[src/design/qsvf_pkg.sv]
package qsvf_pkg;

  localparam int unsigned INPUT_SHIFT = 2;

  localparam int unsigned SW = 16;
  localparam int unsigned MW = 22;
  localparam int unsigned AW = 18;
  localparam int unsigned BW = 20;
  localparam int unsigned DIG = 4;
  localparam int unsigned NDIG = BW / DIG;
  localparam int unsigned CNTW = $clog2(NDIG);
  localparam int unsigned ACCW = AW + DIG + 2;
  localparam int unsigned HW = ACCW - DIG;
  localparam int unsigned QSH = 15;

  localparam int unsigned CFG_IW = 3;
  localparam int unsigned CFG_DW = 17;

  localparam logic [CFG_IW-1:0] CFG_DAMPING = CFG_IW'(0);
  localparam logic [CFG_IW-1:0] CFG_FREQ    = CFG_IW'(1);
  localparam logic [CFG_IW-1:0] CFG_DRIVE   = CFG_IW'(2);
  localparam logic [CFG_IW-1:0] CFG_MODE    = CFG_IW'(3);

  localparam logic [2:0] MODE_LOW    = 3'd0;
  localparam logic [2:0] MODE_HIGH   = 3'd1;
  localparam logic [2:0] MODE_BAND   = 3'd2;
  localparam logic [2:0] MODE_NOTCH  = 3'd3;
  localparam logic [2:0] MODE_BYPASS = 3'd4;

  localparam logic [16:0] DAMPING_RESET = 17'd19208;
  localparam logic [15:0] FREQ_RESET    = 16'd2144;
  localparam logic [15:0] DRIVE_RESET   = 16'd8192;

  typedef struct packed {
    logic [16:0] damping;
    logic [15:0] freq;
    logic [15:0] drive;
    logic [2:0]  mode;
  } cfg_t;

  typedef enum logic [1:0] {
    ST_IDLE,
    ST_START,
    ST_WAIT,
    ST_OUT
  } state_e;

  typedef enum logic [2:0] {
    OP_DAMP_B,
    OP_FREQ_B,
    OP_FREQ_H,
    OP_B_B,
    OP_B_BB,
    OP_DRIVE_BBB
  } op_e;

  localparam logic signed [MW-1:0] SAT_MAX = MW'(32767);
  localparam logic signed [MW-1:0] SAT_MIN = -MW'(32768);

  function automatic logic signed [SW-1:0] sat16(input logic signed [MW-1:0] v);
    logic signed [SW-1:0] r;
    if (v > SAT_MAX) begin
      r = 16'sh7fff;
    end else if (v < SAT_MIN) begin
      r = 16'sh8000;
    end else begin
      r = v[SW-1:0];
    end
    return r;
  endfunction

  function automatic logic signed [SW-1:0] scale_out(input logic signed [SW-1:0] v);
    logic signed [MW-1:0] w;
    w = MW'(v) <<< (INPUT_SHIFT - 1);
    return sat16(w);
  endfunction

endpackage

[src/design/qsvf_serial_mul.sv]
module qsvf_serial_mul (
  input  logic                          clk_i,
  input  logic                          rst_ni,
  input  logic                          start_i,
  input  logic signed [qsvf_pkg::AW-1:0] a_i,
  input  logic signed [qsvf_pkg::BW-1:0] b_i,
  output logic                          done_o,
  output logic signed [qsvf_pkg::MW-1:0] p_o
);
  import qsvf_pkg::*;

  logic signed [AW-1:0]   a_q;
  logic signed [HW-1:0]   hi_q;
  logic [BW-1:0]          lo_q;
  logic [CNTW-1:0]        cnt_q;
  logic                   busy_q;
  logic                   done_q;

  logic                   last;
  logic signed [DIG:0]    digit;
  logic signed [ACCW-1:0] pp;
  logic signed [ACCW-1:0] sum;

  assign last = (cnt_q == CNTW'(NDIG - 1));

  // top digit carries the sign of the serial operand
  always_comb begin
    digit = last ? {lo_q[DIG-1], lo_q[DIG-1:0]} : {1'b0, lo_q[DIG-1:0]};
    pp    = ACCW'(a_q * digit);
    sum   = ACCW'(hi_q) + pp;
  end

  always_ff @(posedge clk_i or negedge rst_ni) begin
    if (!rst_ni) begin
      busy_q <= 1'b0;
      done_q <= 1'b0;
      cnt_q  <= '0;
    end else begin
      done_q <= busy_q && last;
      if (start_i) begin
        busy_q <= 1'b1;
        cnt_q  <= '0;
      end else if (busy_q) begin
        cnt_q <= cnt_q + CNTW'(1);
        if (last) begin
          busy_q <= 1'b0;
        end
      end
    end
  end

  always_ff @(posedge clk_i) begin
    if (start_i) begin
      a_q  <= a_i;
      hi_q <= '0;
      lo_q <= b_i;
    end else if (busy_q) begin
      hi_q <= HW'(sum >>> DIG);
      lo_q <= {sum[DIG-1:0], lo_q[BW-1:DIG]};
    end
  end

  assign done_o = done_q;
  assign p_o    = {hi_q[MW-(BW-QSH)-1:0], lo_q[BW-1:QSH]};

endmodule

[src/design/qsvf_cfg_regs.sv]
module qsvf_cfg_regs (
  input  logic                            clk_i,
  input  logic                            rst_ni,
  input  logic                            cfg_valid_i,
  input  logic [qsvf_pkg::CFG_IW-1:0]     cfg_index_i,
  input  logic [qsvf_pkg::CFG_DW-1:0]     cfg_data_i,
  output logic                            cfg_ready_o,
  output qsvf_pkg::cfg_t                  cfg_o
);
  import qsvf_pkg::*;

  cfg_t cfg_q;
  cfg_t cfg_d;

  assign cfg_ready_o = 1'b1;

  always_comb begin
    cfg_d = cfg_q;
    if (cfg_valid_i) begin
      unique case (cfg_index_i)
        CFG_DAMPING: cfg_d.damping = cfg_data_i[16:0];
        CFG_FREQ:    cfg_d.freq    = cfg_data_i[15:0];
        CFG_DRIVE:   cfg_d.drive   = cfg_data_i[15:0];
        CFG_MODE:    cfg_d.mode    = cfg_data_i[2:0];
        default:     cfg_d = cfg_q;
      endcase
    end
  end

  always_ff @(posedge clk_i or negedge rst_ni) begin
    if (!rst_ni) begin
      cfg_q.damping <= DAMPING_RESET;
      cfg_q.freq    <= FREQ_RESET;
      cfg_q.drive   <= DRIVE_RESET;
      cfg_q.mode    <= MODE_LOW;
    end else begin
      cfg_q <= cfg_d;
    end
  end

  assign cfg_o = cfg_q;

endmodule

[src/design/q15_double_sampled_svf_unit.sv]
// each item takes 12 multiplies on the single shared 4-bit-digit serial multiplier
// (two filter passes); a new item is taken only once the last result is loaded
// into the output register
// a finished result waits in the output register while the next item is taken
// reset: asynchronous active low, clears integrators, handshakes and loads
// coefficient defaults
module q15_double_sampled_svf_unit (
  input  logic                                 clk_i,
  input  logic                                 rst_ni,
  input  logic                                 in_valid_i,
  output logic                                 in_ready_o,
  input  logic signed [qsvf_pkg::SW-1:0]       sample_in_i,
  output logic                                 out_valid_o,
  input  logic                                 out_ready_i,
  output logic signed [qsvf_pkg::SW-1:0]       selected_out_o,
  output logic signed [qsvf_pkg::SW-1:0]       low_out_o,
  output logic signed [qsvf_pkg::SW-1:0]       high_out_o,
  output logic signed [qsvf_pkg::SW-1:0]       band_out_o,
  output logic signed [qsvf_pkg::SW-1:0]       notch_out_o,
  input  logic                                 cfg_valid_i,
  output logic                                 cfg_ready_o,
  input  logic [qsvf_pkg::CFG_IW-1:0]          cfg_index_i,
  input  logic [qsvf_pkg::CFG_DW-1:0]          cfg_data_i
);
  import qsvf_pkg::*;

  cfg_t      cfg;
  logic      mul_start;
  logic      mul_done;

  state_e state_q, state_d;
  op_e    op_q;
  logic   pass_q;
  logic   out_valid_q;
  logic   accept;
  logic   load_out;
  logic   wb;

  logic signed [AW-1:0] mul_a;
  logic signed [BW-1:0] mul_b;
  logic signed [MW-1:0] mul_p;

  logic signed [SW-1:0] x_q;
  logic signed [SW-1:0] low_q, band_q, notch_q, high_q;
  logic signed [MW-1:0] n_q, l_q, h_q, acc_q, bb_q, bbb_q;
  logic signed [MW-1:0] l_d, nb_d;
  logic signed [SW-1:0] sel_d;

  logic signed [SW-1:0] sel_q, lo_out_q, hi_out_q, bd_out_q, nt_out_q;

  qsvf_cfg_regs u_cfg (
    .clk_i       (clk_i),
    .rst_ni      (rst_ni),
    .cfg_valid_i (cfg_valid_i),
    .cfg_index_i (cfg_index_i),
    .cfg_data_i  (cfg_data_i),
    .cfg_ready_o (cfg_ready_o),
    .cfg_o       (cfg)
  );

  qsvf_serial_mul u_mul (
    .clk_i   (clk_i),
    .rst_ni  (rst_ni),
    .start_i (mul_start),
    .a_i     (mul_a),
    .b_i     (mul_b),
    .done_o  (mul_done),
    .p_o     (mul_p)
  );

  always_comb begin
    mul_a = AW'(band_q);
    mul_b = BW'(band_q);
    case (op_q)
      OP_DAMP_B: begin
        mul_a = AW'(cfg.damping);
        mul_b = BW'(band_q);
      end
      OP_FREQ_B: begin
        mul_a = AW'(cfg.freq);
        mul_b = BW'(band_q);
      end
      OP_FREQ_H: begin
        mul_a = AW'(cfg.freq);
        mul_b = h_q[BW-1:0];
      end
      OP_B_B: begin
        mul_a = AW'(band_q);
        mul_b = BW'(band_q);
      end
      OP_B_BB: begin
        mul_a = AW'(band_q);
        mul_b = bb_q[BW-1:0];
      end
      OP_DRIVE_BBB: begin
        mul_a = AW'(cfg.drive);
        mul_b = bbb_q[BW-1:0];
      end
      default: begin
        mul_a = AW'(band_q);
        mul_b = BW'(band_q);
      end
    endcase
  end

  always_comb begin
    state_d    = state_q;
    in_ready_o = 1'b0;
    mul_start  = 1'b0;
    load_out   = 1'b0;
    wb         = 1'b0;
    unique case (state_q)
      ST_IDLE: begin
        in_ready_o = 1'b1;
        if (in_valid_i) begin
          state_d = ST_START;
        end
      end
      ST_START: begin
        mul_start = 1'b1;
        state_d   = ST_WAIT;
      end
      ST_WAIT: begin
        if (mul_done) begin
          wb = 1'b1;
          if (op_q == OP_DRIVE_BBB && pass_q) begin
            state_d = ST_OUT;
          end else begin
            state_d = ST_START;
          end
        end
      end
      ST_OUT: begin
        if (!out_valid_q || out_ready_i) begin
          load_out = 1'b1;
          state_d  = ST_IDLE;
        end
      end
      default: state_d = ST_IDLE;
    endcase
  end

  assign accept = in_valid_i && in_ready_o;

  always_ff @(posedge clk_i or negedge rst_ni) begin
    if (!rst_ni) begin
      state_q     <= ST_IDLE;
      op_q        <= OP_DAMP_B;
      pass_q      <= 1'b0;
      out_valid_q <= 1'b0;
      low_q       <= '0;
      band_q      <= '0;
    end else begin
      state_q <= state_d;
      if (accept) begin
        op_q   <= OP_DAMP_B;
        pass_q <= 1'b0;
      end else if (wb) begin
        if (op_q == OP_DRIVE_BBB) begin
          op_q   <= OP_DAMP_B;
          pass_q <= 1'b1;
          low_q  <= sat16(l_q);
          band_q <= sat16(nb_d);
        end else begin
          op_q <= op_e'(3'(op_q) + 3'd1);
        end
      end
      if (load_out) begin
        out_valid_q <= 1'b1;
      end else if (out_ready_i) begin
        out_valid_q <= 1'b0;
      end
    end
  end

  assign l_d  = MW'(low_q) + mul_p;
  assign nb_d = acc_q - mul_p;

  always_ff @(posedge clk_i) begin
    if (accept) begin
      x_q <= sample_in_i >>> INPUT_SHIFT;
    end
    if (wb) begin
      case (op_q)
        OP_DAMP_B:    n_q   <= MW'(x_q) - mul_p;
        OP_FREQ_B: begin
          l_q <= l_d;
          h_q <= n_q - l_d;
        end
        OP_FREQ_H:    acc_q <= mul_p + MW'(band_q);
        OP_B_B:       bb_q  <= mul_p;
        OP_B_BB:      bbb_q <= mul_p;
        OP_DRIVE_BBB: begin
          notch_q <= sat16(n_q);
          high_q  <= sat16(h_q);
        end
        default: n_q <= n_q;
      endcase
    end
  end

  always_comb begin
    case (cfg.mode)
      MODE_LOW:    sel_d = scale_out(low_q);
      MODE_HIGH:   sel_d = scale_out(high_q);
      MODE_BAND:   sel_d = scale_out(band_q);
      MODE_NOTCH:  sel_d = scale_out(notch_q);
      MODE_BYPASS: sel_d = x_q;
      default:     sel_d = '0;
    endcase
  end

  always_ff @(posedge clk_i) begin
    if (load_out) begin
      sel_q    <= sel_d;
      lo_out_q <= scale_out(low_q);
      hi_out_q <= scale_out(high_q);
      bd_out_q <= scale_out(band_q);
      nt_out_q <= scale_out(notch_q);
    end
  end

  assign out_valid_o    = out_valid_q;
  assign selected_out_o = sel_q;
  assign low_out_o      = lo_out_q;
  assign high_out_o     = hi_out_q;
  assign band_out_o     = bd_out_q;
  assign notch_out_o    = nt_out_q;

`ifndef NO_ASSERTIONS
  a_busy_after_accept: assert property (@(posedge clk_i) disable iff (!rst_ni)
    accept |=> !in_ready_o)
    else $error("input taken while a sample is in flight");

  a_done_in_wait: assert property (@(posedge clk_i) disable iff (!rst_ni)
    mul_done |-> state_q == ST_WAIT)
    else $error("multiplier result arrived outside wait state");

  a_out_after_two_passes: assert property (@(posedge clk_i) disable iff (!rst_ni)
    state_q == ST_OUT |-> pass_q)
    else $error("result formed before second pass");

  a_no_start_when_busy: assert property (@(posedge clk_i) disable iff (!rst_ni)
    mul_start |=> !mul_start)
    else $error("multiplier restarted back to back");
`endif

endmodule
[config.mk]
export PLATFORM = sky130hd
export DESIGN_NAME = q15_double_sampled_svf_unit
export DESIGN_NICKNAME = d
export VERILOG_FILES = /design/src/design/qsvf_pkg.sv /design/src/design/qsvf_serial_mul.sv /design/src/design/qsvf_cfg_regs.sv /design/src/design/q15_double_sampled_svf_unit.sv
export SDC_FILE = /design/constraint.sdc
export NUM_CORES = 1
export LEC_CHECK = 0
export BUFFER_PORTS_ARGS = -buffer_cell sky130_fd_sc_hd__buf_2
export CAP_MARGIN = 15
export CORE_AREA = 2 2 294 180
export CTS_CLUSTER_SIZE = 20
export DETAILED_ROUTE_END_ITERATION = 6
export DIE_AREA = 0 0 296 182
export PLACE_DENSITY_LB_ADDON = 0.15
export SLEW_MARGIN = 20
export SYNTH_ARGS = -nofsm -noshare
export SYNTH_HDL_FRONTEND = slang
export SYNTH_HIERARCHICAL = 1
export SYNTH_SLANG_ARGS = --single-unit
[constraint.sdc]
create_clock -name clk_i -period 16.09 [get_ports clk_i]
set_input_delay 4.827 -clock clk_i [delete_from_list [all_inputs] [get_ports clk_i]]
set_output_delay 4.827 -clock clk_i [all_outputs]
set_load 0.005 [all_outputs]
==> key figures, run 1 <==
Critical path
  • CP Capture Type: flop
  • Crit-path max FO: 19
  • CP Class: flop to flop
  • CP max-delay cell: nand3_1
  • Crit-path cells: nand3_1 -> or2_2 -> fa_1 -> fa_1 -> fa_1 -> fa_1 -> inv_1 -> ha_1 -> nor2b_1 -> o31ai_1 -> a21oi_2 -> a311oi_1 -> nor2_1 -> xor2_1 -> a22o_1
  • Max incr delay on CP: a little under 800 ps
  • Setup slack, reg-to-reg: just under 10000 ps
  • Required time worst endpoint: 16530 ps
  • Most used cell, CP: fa_1
  • Critical path startpoint category: flop
  • WP data arrival: 6730 ps

Global route
  • Total track usage: a little over a quarter
  • Largest net degree at the start of global routing: between 80 and 90
  • Total global routing overflow: 0
  • Initial antenna violation count: 3
  • Vias in the first global route: between 15000 and 20000
  • First-pass GRT wire length: 109000 um

CTS
  • CTS H-tree depth: 2
  • Worst skew pair latency: ~580 ps
  • Post-CTS sizing: 0
  • Root buf cell: clkbuf_16
  • # Post-CTS Setup Buffers: 0
  • # hold bufs at CTS: 0
  • CTS buffer count: 42
  • Clk sink count: 408
  • CTS tree: built
  • CTS clk-pin slew, worst paths: roughly 60 ps
  • Max Buffers Root-to-Sink: 3

Power and ir drop
  • Comb pwr share: between 60% and 70%
  • P_int: approximately 3.8 mW
  • Switch share: a little under half
  • Power Total: around 7 mW
  • Pwr/cell area: ~250 mW/mm^2
  • Static leakage: between 10 and 15 nW
  • Total net switching power: around 3.2 mW
  • Peak supply drop: between 0.2 and 0.25 mV
  • Seq pwr share: between 20% and 30%
  • Clock share of power: between 10 and 15%

Routing
  • Residual DRC: 0
  • Avg WL per Cell: approximately 23 um
  • Antenna Violating Nets Remaining: 0
  • Via Count: 18202
  • Pre-Repair DR Iteration Count: 5
  • Uppermost layer routed: met5
  • Met2 wire length: roughly 28000 um
  • DRT met1 WL: 35500 um
  • Initial DRC count: between 1500 and 2000
  • DRT Wirelength: 72600 um
  • Vias per cell: a little under 6
  • WL met3: 8190 um

Timing
  • RSZ-0062 raised after global routing: no
  • Slew Viols, Final: 0
  • Hold slack: between 400 and 500 ps
  • Tcrit/Tclk final: 39.1%
  • Slew margin rel.: about a quarter
  • Final min period: ~6300 ps
  • Finish-stage setup viols: 0
  • Clock skew: around 36 ps
  • Setup TNS: 0 ps
  • Tightest Pin Transition: between 1000 and 1500 ps
  • Fmax: approximately 160 MHz
  • Setup ws final: between 9000 and 10000 ps
  • Hold Vio Cnt, Final: 0

Synth
  • Xor and xnor area share after synthesis: 3.91%
  • Post-synth EDFFs: ~290
  • Mapped Area: ~0.025 sq mm
  • Post-synthesis mux area share: 3.81%
  • Cell taking the most area after synthesis: edfxtp_1
  • Post-synth ARST share: a little under a quarter
  • Top-count cell post-synth: edfxtp_1
  • Syn avg cell area: roughly 11 sq um
  • Area fraction of the dominant cell type after synthesis: about a third
  • Main synth FF type: edfxtp_1
  • Synth Register Bits: 408
  • Syn Inst Count: roughly 2300
  • Simple-gate portion of the synthesized area: 11.0%
  • Syn_nets: around 2600
  • Area contributors post-synth: edfxtp_1, dfrtp_1, ha_1
  • Distinct cells, synth: 99
  • YS warnings: 6
  • Compound-cell area share of the yosys netlist: approximately 15%
  • Sequential share of the synthesized area: a little under half
  • Largest family of logic cells by synthesized area: adder cells
  • Adder-Cell Fraction of Synth Area: 15.5%
  • Most instantiated cells after synthesis: edfxtp_1, nor2_1, inv_1, ha_1, nand2_1

Die
  • Die width: 296 um
  • CORE AREA: ~0.052 sq mm
  • Initial core utilization: 49.0%
  • # IOs: 124
  • Die Ht: between 150 and 200 um
  • Std cell rows: 65
  • Die area: 0.0539 sq mm

Run status
  • Outcome: finished, final reports clean

Layout
  • Nets@finish: ~2600
  • Syn-to-layout area delta: 10.3%
  • Finished Layout Cells: 3106
  • Ant. Diodes: 0
  • FILL cells: between 4000 and 5000
  • Fraction of layout cells with a size suffix above 1: between 10% and 20%

Placement
  • RD Place Congestion: roughly 0.90
  • Port buffer count: 120
  • Pre-CTS WS: around 10000 ps
  • HPWL Detailed: about 54000 um
  • Inst Count DP: 3030

Hold path
  • Hold/Removal Path Class: flop to flop

Job
  • Number of max-cap violations: 0
## worst max-delay path: cells and delay by family, from the launching register on
| kind | cells | cell delay, ps |
|---|---|---|
| adders and majority gates | 5 | 2070 |
| and+or+nand+nor | 4 | 1640 |
| AOI/OAI and AO/OA | 4 | 1420 |
| DFF | 1 | 760 |
| xor gates and xnor gates | 1 | 170 |
| buffers and inverters | 1 | 70 |
## layout make-up
cell class	instances	area (sq um)	area share (%)
Clock buffer	51	1130	4.07
Timing Repair Buffer	149	821	2.94
Inverter	200	751	2.69
Tap cell	703	880	3.16
Clock inverter	25	251	0.902
Multi-Input combinational cell	1570	12500	44.7
Sequential cell	408	11600	41.6
## power by group through the flow
stage	clock, mW	sequential (mW)	combinational, mW
2_1_floorplan	0	1.55	3.36
3_3_place_gp	0	1.69	4.15
3_5_place_dp	0	1.69	4.26
4_1_cts	1.02	1.67	4.31
5_1_grt	1.06	1.69	4.87
6_report	1.00	1.68	4.36
## cell families after synthesis
| family | Yosys count |
|---|---|
| AOI/OAI and AO/OA | 525 |
| other | 1 |
| DFF | 408 |
| and+or+nand+nor | 574 |
| adders and majority gates | 273 |
| buffers and inverters | 315 |
| muxes | 86 |
| xor gates and xnor gates | 111 |
## flip-flops by register name, summed over array words and instances, names as in the netlist, 20 cells and up
| name | flops |
|---|---|
| n_q | 22 |
| u_mul/lo_q | 20 |
| l_q | 22 |
| acc_q | 22 |
| bbb_q | 20 |
| u_cfg/cfg_o | 52 |
| h_q | 22 |
| bb_q | 20 |
| u_mul/hi_q | 20 |
## layout by cell type (no fill, tap or decap), types with 9 or more instances in the layout
cell	Yosys	routed
a221oi_1	24	24
a21o_1	50	50
a21oi_1	108	107
xnor2_1	77	77
maj3_1	43	43
a22oi_1	44	44
clkbuf_16	0	42
a31oi_1	11	11
o21ai_1	13	12
a2bb2oi_1	16	16
a21oi_2	9	10
nor2_1	212	209
nor3_1	11	11
and2_1	77	76
xor2_1	32	32
mux2_2	72	72
o22ai_1	16	16
buf_4	25	30
dfrtp_1	87	85
dfxtp_1	20	20
ha_1	146	146
clkinv_1	1	9
edfxtp_1	292	292
nand2_1	122	122
o21ai_0	67	67
o21bai_1	22	22
inv_1	198	198
nand4_1	12	12
o211ai_1	10	10
nand3_1	29	29
buf_2	4	119
nand2b_1	23	23
nor2b_1	29	28
dfstp_2	9	9
and3_1	17	16
o21a_1	42	42
fa_1	82	82
a221o_1	15	15
mux2i_1	13	13
## final timing paths
path                                startpoint             end  cells after the start
worst max-delay path             u_mul/lo_q[3]  u_mul/hi_q[15]                     15
worst min-delay path            u_mul/hi_q[18]  u_mul/hi_q[18]                      1
worst max register to register   u_mul/lo_q[3]  u_mul/hi_q[15]                     15
max in group asynchronous               rst_ni         op_q[1]                      2
min in group asynchronous               rst_ni  u_cfg/cfg_o[8]                      1
worst min register to register  u_mul/hi_q[18]  u_mul/hi_q[18]                      1
## per-stage QoR
stage               utilization [%]  area (sq um)
finish                         54.1         27900
global route                   54.1         27900
CTS                            54.1         27900
detailed placement             51.4         26500
global placement               51.4         26500
floorplan                         -         25300
## routing by layer
metal  global-route usage (%)  up-vias
li1                         -     8334
met1                     43.9     8996
met2                     35.1      790
met3                     8.41       80
met4                     4.46        2
met5                     1.63        -
Power figures use the tool's default switching activity.
==> run 2, diff against run 1 <==
==> constraint.sdc (replaced) <==
create_clock -name clk_i -period 5.24 [get_ports clk_i]
set_input_delay 1.572 -clock clk_i [delete_from_list [all_inputs] [get_ports clk_i]]
set_output_delay 1.572 -clock clk_i [all_outputs]
set_load 0.005 [all_outputs]
==> key figures, run 2 (synthesized netlist as in run 1, its figures left out) <==
Layout
  • Finished Layout Cells: 3136 (+0.97%)
  • Syn-to-layout area delta: 11.3%
  • Fraction of layout cells with a size suffix above 1: 16.1% (+1.1 points)
  • Nets@finish: 2670 (+1.1%)
  • Commonest non-fill, non-tap cell in the layout: edfxtp_1
  • Largest register FFs: 52 (unchanged)
  • Final core occ: 54.5% (+0.47 points)
  • Commonest non-fill, non-tap cells in the layout: edfxtp_1, nor2_1, inv_1

Job
  • Number of max-cap violations: 0 (unchanged)

Critical path
  • CP max-delay cell: fa_1
  • Max incr delay on CP: 540 ps (-240 ps)
  • CP Class: flop to flop
  • Crit-path max FO: 18 (-1)
  • Worst path top cell family by delay: adder cells
  • Crit-path cells: inv_1 -> ha_1 -> nand3_1 -> buf_4 -> nor2_1 -> fa_1 -> inv_1 -> fa_1 -> fa_1 -> inv_1 -> ha_1 -> ha_1 -> and3_1 -> nand4_1 -> a21oi_1 -> nor2_2 -> buf_4 -> o31ai_1 -> xor2_1 -> a22o_1
  • WP data arrival: 5490 ps (-1240 ps)
  • Required time worst endpoint: 5680 ps (-10850 ps)
  • Critical path startpoint category: flop
  • CP Capture Type: flop
  • Buf/Inv on CP: 5 (+4)

Routing
  • DRT Wirelength: 72800 um (+0.35%)
  • Residual DRC: 0 (unchanged)
  • Antenna Violating Nets Remaining: 0 (unchanged)
  • Vias per cell: 5.84 (-0.42%)
  • Pre-Repair DR Iteration Count: 5 (unchanged)
  • Via Count: 18300 (+0.54%)
  • Initial DRC count: 1861 (-3.3%)
  • Avg WL per Cell: 23.2 um (-0.61%)

Placement
  • HPWL Detailed: 55000 um (+1.5%)
  • Port buffer count: 120 (unchanged)
  • RD Place Congestion: 0.938 (+4.7%)
  • Pre-CTS WS: 219 ps (-9580 ps)
  • Inst Count DP: 3059 (+0.96%)

Die
  • Initial core utilization: 49.0% (unchanged)
  • Std cell rows: 65 (unchanged)
  • Die width: 296 um (unchanged)
  • # IOs: 124 (unchanged)
  • Die Ht: 182 um (unchanged)
  • CORE AREA: 0.0516 sq mm (unchanged)
  • Die area: 0.0539 sq mm (unchanged)

Timing
  • Tcrit/Tclk final: 96.4% (+57 points)
  • Fmax: 198 MHz (+25%)
  • Slew Viols, Final: 0 (unchanged)
  • Hold slack: 470 ps (+3.65 ps)
  • Tightest Pin Transition: 1180 ps (+49.1 ps)
  • Final min period: 5050 ps (-1240 ps)
  • Finish-stage setup viols: 0 (unchanged)
  • Clock skew: 25.4 ps (-10.4 ps)
  • Slew margin rel.: 21.2% (-3.3 points)
  • RSZ-0062 raised after global routing: yes
  • Setup ws final: 189 ps (-9610 ps)
  • Hold Vio Cnt, Final: 0 (unchanged)

CTS
  • # hold bufs at CTS: 0 (unchanged)
  • CTS H-tree depth: 2 (unchanged)
  • Clk sink count: 408 (unchanged)
  • CTS clk-pin slew, worst paths: 60 ps (about the same)
  • Worst skew pair latency: 570 ps (about the same)
  • CTS tree: built
  • Root buf cell: clkbuf_16
  • Max Buffers Root-to-Sink: 3 (unchanged)
  • CTS buffer count: 41 (-2.4%)

Global route
  • First-pass GRT wire length: 110000 um (+0.57%)
  • Vias in the first global route: 17480 (+0.35%)
  • Total global routing overflow: 0 (unchanged)
  • Total track usage: 27.2% (+0.080 points)
  • Largest net degree at the start of global routing: 85 (unchanged)
  • Initial antenna violation count: 2 (-1)

Run status
  • Outcome: finished, final reports clean

Hold path
  • Hold/Removal Path Class: flop to flop

Power and ir drop
  • Peak supply drop: 0.740 mV (+250%)
  • Pwr/cell area: 771 mW/mm^2 (+210%)
  • Static leakage: 11.8 nW (+1.1%)
-- run 2: final cells by class --
cell class | count | area, sq um
clock inverter | 24 | 224
tap | 703 | 880
clock buffer | 50 | 1110
inverter | 200 | 751
fill | 4438 | 23400
antenna | 1 | 2.50
sequential | 408 | 11600
timing repair buffer | 180 | 1070
multi-input combinational | 1570 | 12500
-- run 2: layer usage --
layer	track usage, %	part of all wire [%]
met3	5.75	11
met5	0	0
met1	46.0	50
met2	34.7	38
met4	5.25	1.7
-- run 2: worst register-to-register path: cells and delay by family (launching register included) --
family | cells | cell delay (ps)
and+or+nand+nor | 5 | 650
AOI/OAI and AO/OA | 3 | 700
buffers and inverters | 5 | 580
adders and majority gates | 6 | 2500
xor gates and xnor gates | 1 | 130
DFF | 1 | 390
-- run 2: power breakdown --
part | internal, mW | total (mW) | switching, mW
clock | 1.67 | 2.97 | 1.30
sequential | 4.43 | 4.94 | 0.515
combinational | 5.76 | 13.8 | 7.99
total | 11.9 | 21.7 | 9.81
-- run 2: worst paths after layout --
path,cells past startpoint,endpoint,slack [ps],from
setup / recovery,20,u_mul/hi_q[16],190,u_mul/cnt_q[0]
hold / removal,1,u_mul/hi_q[18],470,u_mul/hi_q[18]
setup reg to reg,20,u_mul/hi_q[16],190,u_mul/cnt_q[0]
hold reg to reg,1,u_mul/hi_q[18],470,u_mul/hi_q[18]
max in group asynchronous,2,u_cfg/cfg_o[38],3230,rst_ni
min in group asynchronous,1,low_q[8],1030,rst_ni
-- run 2: per-stage QoR --
stage	area, sq um	total power, mW	setup TNS (ps)
floorplan	25300	15.1	0
global route	28100	23.5	-14.8
detailed placement	26700	18.3	0
CTS	28100	21.4	0
finish	28100	21.7	0
global placement	26700	18.2	0
-- run 2: timing repair --
item | 4_1_cts | 5_1_grt
gates resized for setup | 0 | 6
endpoints found under the hold margin | 0 | 0
setup buffers | 0 | 2
endpoints found under the setup margin | 0 | 5
